$ cat src/sv/matrix_multiply_core_macros.svh
// assertion macros shared by the matrix multiply core modules
`ifndef MATRIX_MULTIPLY_CORE_MACROS_SVH
`define MATRIX_MULTIPLY_CORE_MACROS_SVH

`ifndef SYNTHESIS
// same-cycle implication, checked on every rising edge outside reset
`define MMC_ASSERT_IMPLY(label, clk, rst, pre, post) \
   label: assert property (@(posedge clk) disable iff (rst) (pre) |-> (post)) \
      else $error("matrix_multiply_core check failed");
// next-cycle implication
`define MMC_ASSERT_NEXT(label, clk, rst, pre, post) \
   label: assert property (@(posedge clk) disable iff (rst) (pre) |=> (post)) \
      else $error("matrix_multiply_core check failed");
`else
`define MMC_ASSERT_IMPLY(label, clk, rst, pre, post)
`define MMC_ASSERT_NEXT(label, clk, rst, pre, post)
`endif

`endif

$ cat src/sv/mmc_pkg.sv
// shared constants and types of the matrix multiply core
`default_nettype none
package mmc_pkg;

   // parameter defaults
   localparam int DEFAULT_MAX_DIM       = 8;
   localparam int DEFAULT_ELEMENT_WIDTH = 16;

   // fixed field widths
   localparam int MODE_WIDTH    = 2;
   localparam int INDEX_WIDTH   = 3;
   localparam int VALUE_WIDTH   = 16;
   localparam int PRODUCT_WIDTH = 36;
   localparam int DIM_WIDTH     = 4;

   // stream data widths, padded to whole bytes
   localparam int REQ_DATA_WIDTH  = 24;
   localparam int RSP_DATA_WIDTH  = 48;

   // configuration port
   localparam int CSR_INDEX_WIDTH = 2;
   localparam int CSR_DATA_WIDTH  = 4;

   localparam logic [CSR_INDEX_WIDTH-1:0] REG_LEFT_ROWS  = 2'd0;
   localparam logic [CSR_INDEX_WIDTH-1:0] REG_INNER_SIZE = 2'd1;
   localparam logic [CSR_INDEX_WIDTH-1:0] REG_RIGHT_COLS = 2'd2;

   localparam logic [DIM_WIDTH-1:0] DIM_RESET = 4'd8;

   // item kinds
   localparam logic [MODE_WIDTH-1:0] MODE_LOAD_LEFT  = 2'd0;
   localparam logic [MODE_WIDTH-1:0] MODE_LOAD_RIGHT = 2'd1;
   localparam logic [MODE_WIDTH-1:0] MODE_COMPUTE    = 2'd2;

   // tag that follows each issued term through the datapath
   typedef struct packed {
      logic                   valid;
      logic                   first;
      logic                   last_term;
      logic                   last_elem;
      logic [INDEX_WIDTH-1:0] row;
      logic [INDEX_WIDTH-1:0] col;
   } term_tag_type;

   // datapath status seen by the sequencer
   typedef struct packed {
      logic out_free;
      logic elem_done;
   } dp_status_type;

endpackage
`default_nettype wire

$ cat src/sv/mmc_ram.sv
// generic simple dual-port ram with registered read
`default_nettype none
module mmc_ram #(
   parameter int WIDTH = 16,
   parameter int DEPTH = 64
) (
   input  wire logic                     clock,
   input  wire logic                     wr_en,
   input  wire logic [$clog2(DEPTH)-1:0] wr_addr,
   input  wire logic [WIDTH-1:0]         wr_data,
   input  wire logic                     rd_en,
   input  wire logic [$clog2(DEPTH)-1:0] rd_addr,
   output logic      [WIDTH-1:0]         rd_data
);

   logic [WIDTH-1:0] mem [DEPTH];

   always_ff @(posedge clock) begin
      if (wr_en) begin
         mem[wr_addr] <= wr_data;
      end
      if (rd_en) begin
         rd_data <= mem[rd_addr];
      end
   end

endmodule
`default_nettype wire

$ cat src/sv/mmc_sequencer.sv
// item intake, store writes and row/column/term walk of a compute run
`default_nettype none
`include "matrix_multiply_core_macros.svh"
module mmc_sequencer #(
   parameter int MAX_DIM       = mmc_pkg::DEFAULT_MAX_DIM,
   parameter int ELEMENT_WIDTH = mmc_pkg::DEFAULT_ELEMENT_WIDTH,
   localparam int IDX_W        = $clog2(MAX_DIM),
   localparam int AW           = $clog2(MAX_DIM * MAX_DIM)
) (
   input  wire logic                                clock,
   input  wire logic                                reset,
   input  wire logic                                req_valid,
   output logic                                     req_ready,
   input  wire logic [mmc_pkg::MODE_WIDTH-1:0]      req_mode,
   input  wire logic [mmc_pkg::INDEX_WIDTH-1:0]     req_row,
   input  wire logic [mmc_pkg::INDEX_WIDTH-1:0]     req_col,
   input  wire logic [mmc_pkg::VALUE_WIDTH-1:0]     req_value,
   input  wire logic [mmc_pkg::DIM_WIDTH-1:0]       left_rows,
   input  wire logic [mmc_pkg::DIM_WIDTH-1:0]       inner_size,
   input  wire logic [mmc_pkg::DIM_WIDTH-1:0]       right_cols,
   input  wire mmc_pkg::dp_status_type              status,
   output logic                                     left_wr_en,
   output logic                                     right_wr_en,
   output logic [AW-1:0]                            wr_addr,
   output logic [ELEMENT_WIDTH-1:0]                 wr_data,
   output logic                                     rd_en,
   output logic [AW-1:0]                            left_rd_addr,
   output logic [AW-1:0]                            right_rd_addr,
   output mmc_pkg::term_tag_type                    tag
);

   localparam logic [1:0] ST_IDLE  = 2'd0;
   localparam logic [1:0] ST_HOLD  = 2'd1;
   localparam logic [1:0] ST_RUN   = 2'd2;
   localparam logic [1:0] ST_DRAIN = 2'd3;

   logic [1:0]       state_ff, state_in;
   logic [IDX_W-1:0] i_ff, i_in, j_ff, j_in, k_ff, k_in;
   logic [IDX_W-1:0] nr_ff, nr_in, nk_ff, nk_in, nc_ff, nc_in;
   logic             accept, in_range, last_term, last_elem;

   // zero counts as one, anything above the store size saturates
   function automatic logic [IDX_W-1:0] last_index(input logic [mmc_pkg::DIM_WIDTH-1:0] v);
      logic [mmc_pkg::DIM_WIDTH:0] t;
      begin
         if (v == '0) begin
            t = (mmc_pkg::DIM_WIDTH+1)'(1);
         end else if (int'(v) > MAX_DIM) begin
            t = (mmc_pkg::DIM_WIDTH+1)'(MAX_DIM);
         end else begin
            t = {1'b0, v};
         end
         return IDX_W'(t - (mmc_pkg::DIM_WIDTH+1)'(1));
      end
   endfunction

   assign req_ready = (state_ff == ST_IDLE);
   assign accept    = req_valid && req_ready;
   assign in_range  = (int'(req_row) < MAX_DIM) && (int'(req_col) < MAX_DIM);

   // loads write straight into the stores; a compute starts reading later
   assign wr_addr     = AW'(int'(req_row) * MAX_DIM + int'(req_col));
   assign wr_data     = ELEMENT_WIDTH'($unsigned(req_value));
   assign left_wr_en  = accept && in_range && (req_mode == mmc_pkg::MODE_LOAD_LEFT);
   assign right_wr_en = accept && in_range && (req_mode == mmc_pkg::MODE_LOAD_RIGHT);

   assign last_term = (k_ff == nk_ff);
   assign last_elem = (i_ff == nr_ff) && (j_ff == nc_ff);

   assign rd_en         = (state_ff == ST_RUN);
   assign left_rd_addr  = AW'(int'(i_ff) * MAX_DIM + int'(k_ff));
   assign right_rd_addr = AW'(int'(k_ff) * MAX_DIM + int'(j_ff));

   always_comb begin
      tag.valid     = (state_ff == ST_RUN);
      tag.first     = (k_ff == '0);
      tag.last_term = last_term;
      tag.last_elem = last_elem;
      tag.row       = mmc_pkg::INDEX_WIDTH'(i_ff);
      tag.col       = mmc_pkg::INDEX_WIDTH'(j_ff);
   end

   always_comb begin
      state_in = state_ff;
      i_in     = i_ff;
      j_in     = j_ff;
      k_in     = k_ff;
      nr_in    = nr_ff;
      nk_in    = nk_ff;
      nc_in    = nc_ff;
      case (state_ff)
         ST_IDLE: begin
            if (accept && (req_mode == mmc_pkg::MODE_COMPUTE)) begin
               nr_in    = last_index(left_rows);
               nk_in    = last_index(inner_size);
               nc_in    = last_index(right_cols);
               i_in     = '0;
               j_in     = '0;
               k_in     = '0;
               state_in = ST_HOLD;
            end
         end
         ST_HOLD: begin
            if (status.out_free) begin
               state_in = ST_RUN;
            end
         end
         ST_RUN: begin
            if (last_term) begin
               state_in = ST_DRAIN;
            end else begin
               k_in = k_ff + IDX_W'(1);
            end
         end
         ST_DRAIN: begin
            if (status.elem_done) begin
               k_in = '0;
               if (last_elem) begin
                  state_in = ST_IDLE;
               end else begin
                  state_in = ST_HOLD;
                  if (j_ff == nc_ff) begin
                     j_in = '0;
                     i_in = i_ff + IDX_W'(1);
                  end else begin
                     j_in = j_ff + IDX_W'(1);
                  end
               end
            end
         end
         default: begin
            state_in = ST_IDLE;
         end
      endcase
   end

   always_ff @(posedge clock) begin
      if (reset) begin
         state_ff <= ST_IDLE;
      end else begin
         state_ff <= state_in;
      end
      i_ff  <= i_in;
      j_ff  <= j_in;
      k_ff  <= k_in;
      nr_ff <= nr_in;
      nk_ff <= nk_in;
      nc_ff <= nc_in;
   end

   `MMC_ASSERT_NEXT(a_run_ends_in_drain, clock, reset, (state_ff == ST_RUN) && last_term, state_ff == ST_DRAIN)
   `MMC_ASSERT_IMPLY(a_writes_only_idle, clock, reset, left_wr_en || right_wr_en, state_ff == ST_IDLE)
   `MMC_ASSERT_IMPLY(a_done_only_drain, clock, reset, status.elem_done, state_ff == ST_DRAIN)

endmodule
`default_nettype wire

$ cat src/sv/mmc_datapath.sv
// multiply-accumulate pipeline and result register
`default_nettype none
`include "matrix_multiply_core_macros.svh"
module mmc_datapath #(
   parameter int ELEMENT_WIDTH = mmc_pkg::DEFAULT_ELEMENT_WIDTH
) (
   input  wire logic                                clock,
   input  wire logic                                reset,
   input  wire mmc_pkg::term_tag_type               tag,
   input  wire logic [ELEMENT_WIDTH-1:0]            left_rdata,
   input  wire logic [ELEMENT_WIDTH-1:0]            right_rdata,
   output mmc_pkg::dp_status_type                   status,
   output logic                                     rsp_valid,
   input  wire logic                                rsp_ready,
   output logic [mmc_pkg::PRODUCT_WIDTH-1:0]        rsp_value,
   output logic [mmc_pkg::INDEX_WIDTH-1:0]          rsp_row,
   output logic [mmc_pkg::INDEX_WIDTH-1:0]          rsp_col,
   output logic                                     rsp_last
);

   mmc_pkg::term_tag_type tag1_ff, tag2_ff;
   logic signed [2*ELEMENT_WIDTH-1:0] product_in, product_ff;
   logic [mmc_pkg::PRODUCT_WIDTH-1:0] acc_ff, sum_in;
   logic [mmc_pkg::PRODUCT_WIDTH-1:0] out_value_ff;
   logic [mmc_pkg::INDEX_WIDTH-1:0]   out_row_ff, out_col_ff;
   logic                              out_last_ff, out_valid_ff, land;

   // tag1 lines up with the store read data
   assign product_in = $signed(left_rdata) * $signed(right_rdata);

   // running sum wraps at the output width
   assign sum_in = (tag2_ff.first ? '0 : acc_ff)
                   + mmc_pkg::PRODUCT_WIDTH'(product_ff);
   assign land   = tag2_ff.valid && tag2_ff.last_term;

   always_ff @(posedge clock) begin
      if (reset) begin
         tag1_ff.valid <= 1'b0;
         tag2_ff.valid <= 1'b0;
         out_valid_ff  <= 1'b0;
      end else begin
         tag1_ff <= tag;
         tag2_ff <= tag1_ff;
         if (land) begin
            out_valid_ff <= 1'b1;
         end else if (rsp_ready) begin
            out_valid_ff <= 1'b0;
         end
      end
      product_ff <= product_in;
      if (tag2_ff.valid) begin
         acc_ff <= sum_in;
      end
      if (land) begin
         out_value_ff <= sum_in;
         out_row_ff   <= tag2_ff.row;
         out_col_ff   <= tag2_ff.col;
         out_last_ff  <= tag2_ff.last_elem;
      end
   end

   assign status.out_free  = !out_valid_ff || rsp_ready;
   assign status.elem_done = land;

   assign rsp_valid = out_valid_ff;
   assign rsp_value = out_value_ff;
   assign rsp_row   = out_row_ff;
   assign rsp_col   = out_col_ff;
   assign rsp_last  = out_last_ff;

   `MMC_ASSERT_IMPLY(a_land_into_empty, clock, reset, land, !out_valid_ff)
   `MMC_ASSERT_NEXT(a_land_shows, clock, reset, land, out_valid_ff)

endmodule
`default_nettype wire

$ cat src/sv/matrix_multiply_core.sv
// top level of the matrix multiply core
`default_nettype none
// Matrix multiply core: holds a left and a right matrix of signed Q8.8
// elements in two on-chip stores of MAX_DIM x MAX_DIM entries and multiplies
// them on request. A word with tuser = load left or load right writes one
// element at its row and column; rows or columns beyond the store are
// dropped. A compute word walks the product in row-major order and returns
// one word per element with the exact Q20.16 dot product (wrapping at 36
// bits), its row and column, and tlast on the final element. The dimensions
// come from three registers (zero counts as one, values above MAX_DIM
// saturate). One multiply-accumulate unit fed by one read port per store
// produces every element: for each one it waits to claim the result
// register, reads both stores once per inner term, then drains the pipeline.
// No new word is taken while a run is in progress, but the last result may
// still wait in its register while the next loads come in. Store contents
// are undefined until loaded, and there is no clearing pass after reset. The
// registers must be written only while the core is idle; the core itself
// does not enforce this.
module matrix_multiply_core #(
   parameter int MAX_DIM       = mmc_pkg::DEFAULT_MAX_DIM,
   parameter int ELEMENT_WIDTH = mmc_pkg::DEFAULT_ELEMENT_WIDTH
) (
   input  wire logic                                  clock,
   input  wire logic                                  reset,
   // request stream
   input  wire logic                                  req_tvalid,
   output logic                                       req_tready,
   // row_index [2:0], col_index [5:3], element_value [21:6], zero pad [23:22]
   input  wire logic [mmc_pkg::REQ_DATA_WIDTH-1:0]    req_tdata,
   // mode [1:0]
   input  wire logic [mmc_pkg::MODE_WIDTH-1:0]        req_tuser,
   // response stream
   output logic                                       rsp_tvalid,
   input  wire logic                                  rsp_tready,
   // product_value [35:0], out_row [38:36], out_col [41:39], zero pad [47:42]
   output logic [mmc_pkg::RSP_DATA_WIDTH-1:0]         rsp_tdata,
   output logic                                       rsp_tlast,
   // register write port
   input  wire logic                                  csr_we,
   input  wire logic [mmc_pkg::CSR_INDEX_WIDTH-1:0]   csr_index,
   input  wire logic [mmc_pkg::CSR_DATA_WIDTH-1:0]    csr_wdata
);

   localparam int DEPTH = MAX_DIM * MAX_DIM;
   localparam int AW    = $clog2(DEPTH);
   localparam int IW    = mmc_pkg::INDEX_WIDTH;
   localparam int PW    = mmc_pkg::PRODUCT_WIDTH;

   // dimension registers
   logic [mmc_pkg::DIM_WIDTH-1:0] left_rows_ff, inner_size_ff, right_cols_ff;

   // request fields
   logic [IW-1:0]                     req_row, req_col;
   logic [mmc_pkg::VALUE_WIDTH-1:0]   req_value;

   // store ports
   logic                     left_wr_en, right_wr_en, rd_en;
   logic [AW-1:0]            wr_addr, left_rd_addr, right_rd_addr;
   logic [ELEMENT_WIDTH-1:0] wr_data, left_rdata, right_rdata;

   mmc_pkg::term_tag_type    tag;
   mmc_pkg::dp_status_type   status;

   // result fields
   logic [PW-1:0] rsp_value;
   logic [IW-1:0] rsp_row, rsp_col;

   assign req_row   = req_tdata[IW-1:0];
   assign req_col   = req_tdata[2*IW-1:IW];
   assign req_value = req_tdata[2*IW+mmc_pkg::VALUE_WIDTH-1:2*IW];

   // index beyond the three registers writes nothing
   always_ff @(posedge clock) begin
      if (reset) begin
         left_rows_ff  <= mmc_pkg::DIM_RESET;
         inner_size_ff <= mmc_pkg::DIM_RESET;
         right_cols_ff <= mmc_pkg::DIM_RESET;
      end else if (csr_we) begin
         case (csr_index)
            mmc_pkg::REG_LEFT_ROWS:  left_rows_ff  <= csr_wdata;
            mmc_pkg::REG_INNER_SIZE: inner_size_ff <= csr_wdata;
            mmc_pkg::REG_RIGHT_COLS: right_cols_ff <= csr_wdata;
            default: begin
            end
         endcase
      end
   end

   // control: intake, store writes, read address walk
   mmc_sequencer #(
      .MAX_DIM       (MAX_DIM),
      .ELEMENT_WIDTH (ELEMENT_WIDTH)
   ) u_sequencer (
      .clock         (clock),
      .reset         (reset),
      .req_valid     (req_tvalid),
      .req_ready     (req_tready),
      .req_mode      (req_tuser),
      .req_row       (req_row),
      .req_col       (req_col),
      .req_value     (req_value),
      .left_rows     (left_rows_ff),
      .inner_size    (inner_size_ff),
      .right_cols    (right_cols_ff),
      .status        (status),
      .left_wr_en    (left_wr_en),
      .right_wr_en   (right_wr_en),
      .wr_addr       (wr_addr),
      .wr_data       (wr_data),
      .rd_en         (rd_en),
      .left_rd_addr  (left_rd_addr),
      .right_rd_addr (right_rd_addr),
      .tag           (tag)
   );

   // left matrix store, addressed row * MAX_DIM + col
   mmc_ram #(
      .WIDTH (ELEMENT_WIDTH),
      .DEPTH (DEPTH)
   ) u_left_store (
      .clock   (clock),
      .wr_en   (left_wr_en),
      .wr_addr (wr_addr),
      .wr_data (wr_data),
      .rd_en   (rd_en),
      .rd_addr (left_rd_addr),
      .rd_data (left_rdata)
   );

   // right matrix store, same addressing
   mmc_ram #(
      .WIDTH (ELEMENT_WIDTH),
      .DEPTH (DEPTH)
   ) u_right_store (
      .clock   (clock),
      .wr_en   (right_wr_en),
      .wr_addr (wr_addr),
      .wr_data (wr_data),
      .rd_en   (rd_en),
      .rd_addr (right_rd_addr),
      .rd_data (right_rdata)
   );

   // multiply, accumulate, hold the result word
   mmc_datapath #(
      .ELEMENT_WIDTH (ELEMENT_WIDTH)
   ) u_datapath (
      .clock       (clock),
      .reset       (reset),
      .tag         (tag),
      .left_rdata  (left_rdata),
      .right_rdata (right_rdata),
      .status      (status),
      .rsp_valid   (rsp_tvalid),
      .rsp_ready   (rsp_tready),
      .rsp_value   (rsp_value),
      .rsp_row     (rsp_row),
      .rsp_col     (rsp_col),
      .rsp_last    (rsp_tlast)
   );

   assign rsp_tdata = {{(mmc_pkg::RSP_DATA_WIDTH - PW - 2*IW){1'b0}},
                       rsp_col, rsp_row, rsp_value};

endmodule
`default_nettype wire

$ cat config.mk
export PLATFORM = sky130hd
export DESIGN_NAME = matrix_multiply_core
export DESIGN_NICKNAME = d
export VERILOG_FILES = /design/src/sv/mmc_pkg.sv /design/src/sv/mmc_ram.sv /design/src/sv/mmc_sequencer.sv /design/src/sv/mmc_datapath.sv /design/src/sv/matrix_multiply_core.sv
export VERILOG_INCLUDE_DIRS = /design/src /design/src/sv
export SDC_FILE = /design/constraint.sdc
export NUM_CORES = 2
export LEC_CHECK = 0
export BUFFER_PORTS_ARGS = -buffer_cell sky130_fd_sc_hd__buf_2
export CAP_MARGIN = 20
export CORE_MARGIN = 2
export CORE_UTILIZATION = 45
export CTS_CLUSTER_SIZE = 24
export DETAILED_ROUTE_END_ITERATION = 6
export SETUP_SLACK_MARGIN = 0.4
export SLEW_MARGIN = 20
export SYNTH_ARGS = -nofsm -noshare
export SYNTH_HDL_FRONTEND = slang
export SYNTH_SLANG_ARGS = --single-unit
$ cat constraint.sdc
create_clock -name clock -period 10 [get_ports clock]
set_clock_uncertainty 0.15 [all_clocks]
set_input_delay 2 -clock clock [delete_from_list [all_inputs] [get_ports clock]]
set_output_delay 2 -clock clock [all_outputs]
set_load 0.05 [all_outputs]
==> results.rst <==
.. list-table::
   :header-rows: 1

   * - Metric
     - Value
   * - Result of the run
     - finished clean
   * - Synth-to-layout area growth
     - 12.3%
   * - Top cell family by delay on the critical path
     - adder cells
   * - Depth of the worst register-to-register path
     - 20
   * - Later-pin clock latency in the skew report
     - just under 0.9 ns
   * - Final Critical Period
     - just under 7 ns
   * - Unrepaired setup endpoints after global routing
     - false
   * - Share of the yosys chip area belonging to registers
     - 0.696
   * - Worst flop-to-flop path startpoint
     - u_right_store.rd_data[1]
   * - Cell types occupying the most area after synthesis
     - edfxtp_1, mux4_2, fa_1, ha_1, inv_1
   * - Clock tree from TritonCTS
     - done
   * - CTS Sinks
     - around 2200
   * - Final setup violation count
     - 0
   * - Path class of the lowest-slack min-delay path
     - register to register
   * - Via count of the first global-routing pass
     - between 40000 and 50000
   * - Root Buffer
     - clkbuf_16
   * - Synthesis warning total
     - 0
   * - Final hold violations
     - 0
   * - Floorplan die width
     - between 400 and 500 um
   * - Critical path cell sequence
     - nand2_1 > fa_1 > fa_1 > inv_1 > fa_1 > inv_1 > fa_1 > fa_1 > fa_1 > inv_1 > ha_1 > a2111oi_2 > o41ai_1 > nand4_1 > a31oi_1 > o22ai_2 > o21ai_2 > or4_1 > a31oi_1 > xnor2_1
   * - Data required time at the worst endpoint
     - ~11 ns
   * - Die Height
     - about 470 um
   * - Final HPWL from detailed placement
     - ~130000 um
   * - IO buf count
     - 79
   * - Area share of the largest cell type after synthesis
     - 0.686
   * - Most area-hungry cell type in the Yosys netlist
     - edfxtp_1
   * - Max stage delay cell, worst path
     - edfxtp_1
   * - Weighted congestion reported at the end of routability-driven placement
     - slightly above 0.8
   * - Initial antenna violation count
     - 28
   * - Resize count post-CTS
     - 0
   * - Max capacitance violation total
     - 0
   * - Type of element launching the critical path
     - register
   * - Maximum frequency from static timing analysis
     - roughly 140 MHz
   * - Largest net degree at the start of global routing
     - 132
   * - Final core utilization
     - 0.509
   * - Cells on Worst Hold Path
     - 0
   * - Remaining Overflow, GRT
     - 0
   * - Syn Std Cell Area
     - 0.0961 mm2
   * - Library cells used by synthesis
     - just under 70
   * - Max H-tree Level
     - 4
   * - Final period utilization
     - 0.690
   * - Share of final-layout standard cells stronger than drive strength 1
     - 0.245
   * - Bufs and invs on worst path
     - 3
   * - EDFF count, synth
     - roughly 2200
   * - Boundary Pins
     - just under 90
   * - Filler instances
     - 16700
   * - Measured slew at the worst slew-check pin
     - about 1.1 ns
   * - Number of post-CTS setup repair buffers
     - 0
   * - Max transition margin
     - 0.253
   * - DRC violation count after routing
     - 0
   * - Net count, final
     - between 5000 and 6000
   * - First-pass GRT wire length
     - between 300000 and 400000 um
   * - Flip-flop and latch count after synthesis
     - between 2000 and 2500
   * - Hold slack final
     - 0.267 ns
   * - Number of iterations in the first detailed-routing pass
     - 6
   * - Arr. time, crit path
     - roughly 7.6 ns
   * - WL/cell
     - 27.7 um
   * - Worst Min Path Start
     - u_datapath.tag2_ff[3]
   * - Clock transition at the registers of the reported paths
     - 0.06 ns
   * - Worst R2R Setup Slack
     - 3.10 ns
   * - Vias per Instance
     - 5.67
   * - Main flop type after synthesis
     - edfxtp_1
   * - Total Routed Length
     - between 200000 and 250000 um
   * - Sort of element at the end of the critical path
     - register
   * - DRT iter0 DRCs
     - 4364
   * - Type of the setup path with the least slack
     - register to register
   * - TritonCTS buffer count
     - 221
   * - Slowest cell delay on critical path
     - about 0.81 ns
   * - Maximum buffer depth of the clock tree
     - 3
   * - Mean cell area of the mapped netlist
     - about 20 um2
   * - Cts hold-fix bufs
     - 0
   * - Number of instances in the synthesized netlist
     - roughly 4700
   * - Full die area
     - approximately 0.22 mm2
   * - Overall fraction of global-route tracks in use
     - 0.207
   * - Core box area
     - about 0.21 mm2
   * - Rows
     - 169
   * - CP Max Fanout
     - 16
   * - Max-slew violation count
     - 0
   * - Detailed-route via count
     - 45400
   * - ANT nets after route
     - 0
   * - RR Endpoint
     - u_datapath.product_ff[30]
   * - Worst Hold End
     - u_datapath.rsp_row[0]
   * - Share of synthesized flip-flops with an asynchronous set or reset
     - 0
   * - Dominant cell type by count on the critical path
     - fa_1
   * - Initial standard-cell utilization of the core
     - 0.453
   * - Summed negative setup slack over all endpoints
     - 0 ns
[layout make-up]
| type | count | area [um2] | area share |
|---|---|---|---|
| well taps | 2821 | 3530 | 0.0327 |
| clock inverters | 140 | 1500 | 0.0139 |
| clock buffers | 269 | 5760 | 0.0534 |
| inverters | 317 | 1190 | 0.0110 |
| diodes | 5 | 12.5 | 0.000116 |
| repair buffers | 262 | 1920 | 0.0178 |
| multi-input cells | 1949 | 27100 | 0.251 |
| flip-flops and latches | 2244 | 66900 | 0.620 |
[cell usage after synthesis, types with 6 or more instances]
cell      instances
nand2b_1         20
o21bai_1         10
o21ai_0          27
buf_2            51
nor2b_1          48
nand2_1         155
nor2_1          189
a21oi_1          57
a21o_1           26
clkbuf_1        112
xor2_1           23
o21a_1            7
mux2i_1          13
mux4_2          672
and3_1            6
inv_1           317
a211oi_1          8
and2_1          139
fa_1            263
dfxtp_1          49
buf_4            10
buf_1            29
nand3_1          17
ha_1            128
edfxtp_1       2195
buf_6             8
xnor2_1          59
[stage by stage]
step | setup WS, ns | cell area, um2 | cells
2_1_floorplan | 3.83 | 96100 | 4720
3_3_place_gp | 3.11 | 101000 | 7592
3_5_place_dp | 3.02 | 101000 | 7592
4_1_cts | 2.97 | 108000 | 8001
5_1_grt | 2.70 | 108000 | 8004
6_report | 3.10 | 108000 | 8007
[layout by cell type, fill, tap and decap left out, drive strengths merged, types with 4 or more instances in the layout]
| master | instances |
|---|---|
| edfxtp | 2195 |
| mux4 | 672 |
| inv | 320 |
| clkbuf | 269 |
| fa | 263 |
| buf | 262 |
| nor2 | 189 |
| nand2 | 155 |
| and2 | 139 |
| ha | 128 |
| clkinv | 106 |
| xnor2 | 59 |
| a21oi | 59 |
| dfxtp | 49 |
| nor2b | 48 |
| o21ai | 30 |
| a21o | 26 |
| bufinv | 25 |
| xor2 | 23 |
| nand2b | 20 |
| nand3 | 17 |
| mux2i | 13 |
| o21bai | 10 |
| a211oi | 10 |
| o21a | 7 |
| and3 | 6 |
| conb | 6 |
| clkinvlp | 6 |
| a31oi | 6 |
| diode | 5 |
| a211o | 5 |
| nand3b | 5 |
| o211ai | 4 |
[registers in the layout, indices dropped and copies added (netlist names)]
register,cells
u_right_store.rd_data,16
u_sequencer.nr_ff,3
u_sequencer.k_ff,3
u_datapath.acc_ff,36
u_datapath.tag2_ff,10
u_sequencer.state_ff,2
u_sequencer.j_ff,3
u_sequencer.nk_ff,3
u_datapath.tag1_ff,10
left_rows_ff,4
u_datapath.rsp_last,1
right_cols_ff,4
u_left_store.rd_data,16
u_datapath.rsp_row,3
u_datapath.product_ff,32
inner_size_ff,4
u_sequencer.nc_ff,3
u_datapath.rsp_col,3
u_datapath.rsp_value,36
u_right_store.mem,1024
u_sequencer.i_ff,3
u_left_store.mem,1024
u_datapath.rsp_valid,1
[metal layers]
metal  up-vias  routed length (um)  GRT usage
li1      19200                   -          -
met1     24500               94500      0.298
met2      1511              108000      0.335
met3       281               14100     0.0293
met4         0                4870     0.0513
met5         -                   0          0
[logic make-up (layout without fill, tap and decap cells)]
| logic type | count (synthesis) | in the layout | share of synthesized area |
|---|---|---|---|
| DFF | 2244 | 2244 | 0.696 |
| adders and majority gates | 391 | 391 | 0.0715 |
| and+or+nand+nor | 601 | 601 | 0.0302 |
| muxes | 685 | 685 | 0.159 |
| other | 1 | 11 | 0.0000390 |
| AOI/OAI and AO/OA | 184 | 184 | 0.0133 |
| buffers and inverters | 527 | 988 | 0.0223 |
| xor gates and xnor gates | 82 | 82 | 0.00748 |
[worst max path at each step]
stage	from	end	slack (ns)	cells past startpoint
after floorplan	u_left_store.rd_data[14]	u_datapath.product_ff[30]	3.83	21
after global placement	u_left_store.rd_data[12]	u_datapath.product_ff[30]	3.11	20
after detailed placement	u_left_store.rd_data[12]	u_datapath.product_ff[30]	3.02	20
after CTS	u_left_store.rd_data[12]	u_datapath.product_ff[30]	2.97	20
after global routing	u_left_store.rd_data[12]	u_datapath.product_ff[30]	2.70	20
final	u_right_store.rd_data[1]	u_datapath.product_ff[30]	3.10	20
Power is not shown: default switching activity piles up to over one toggle a cycle in this logic, so the estimate is an artifact.
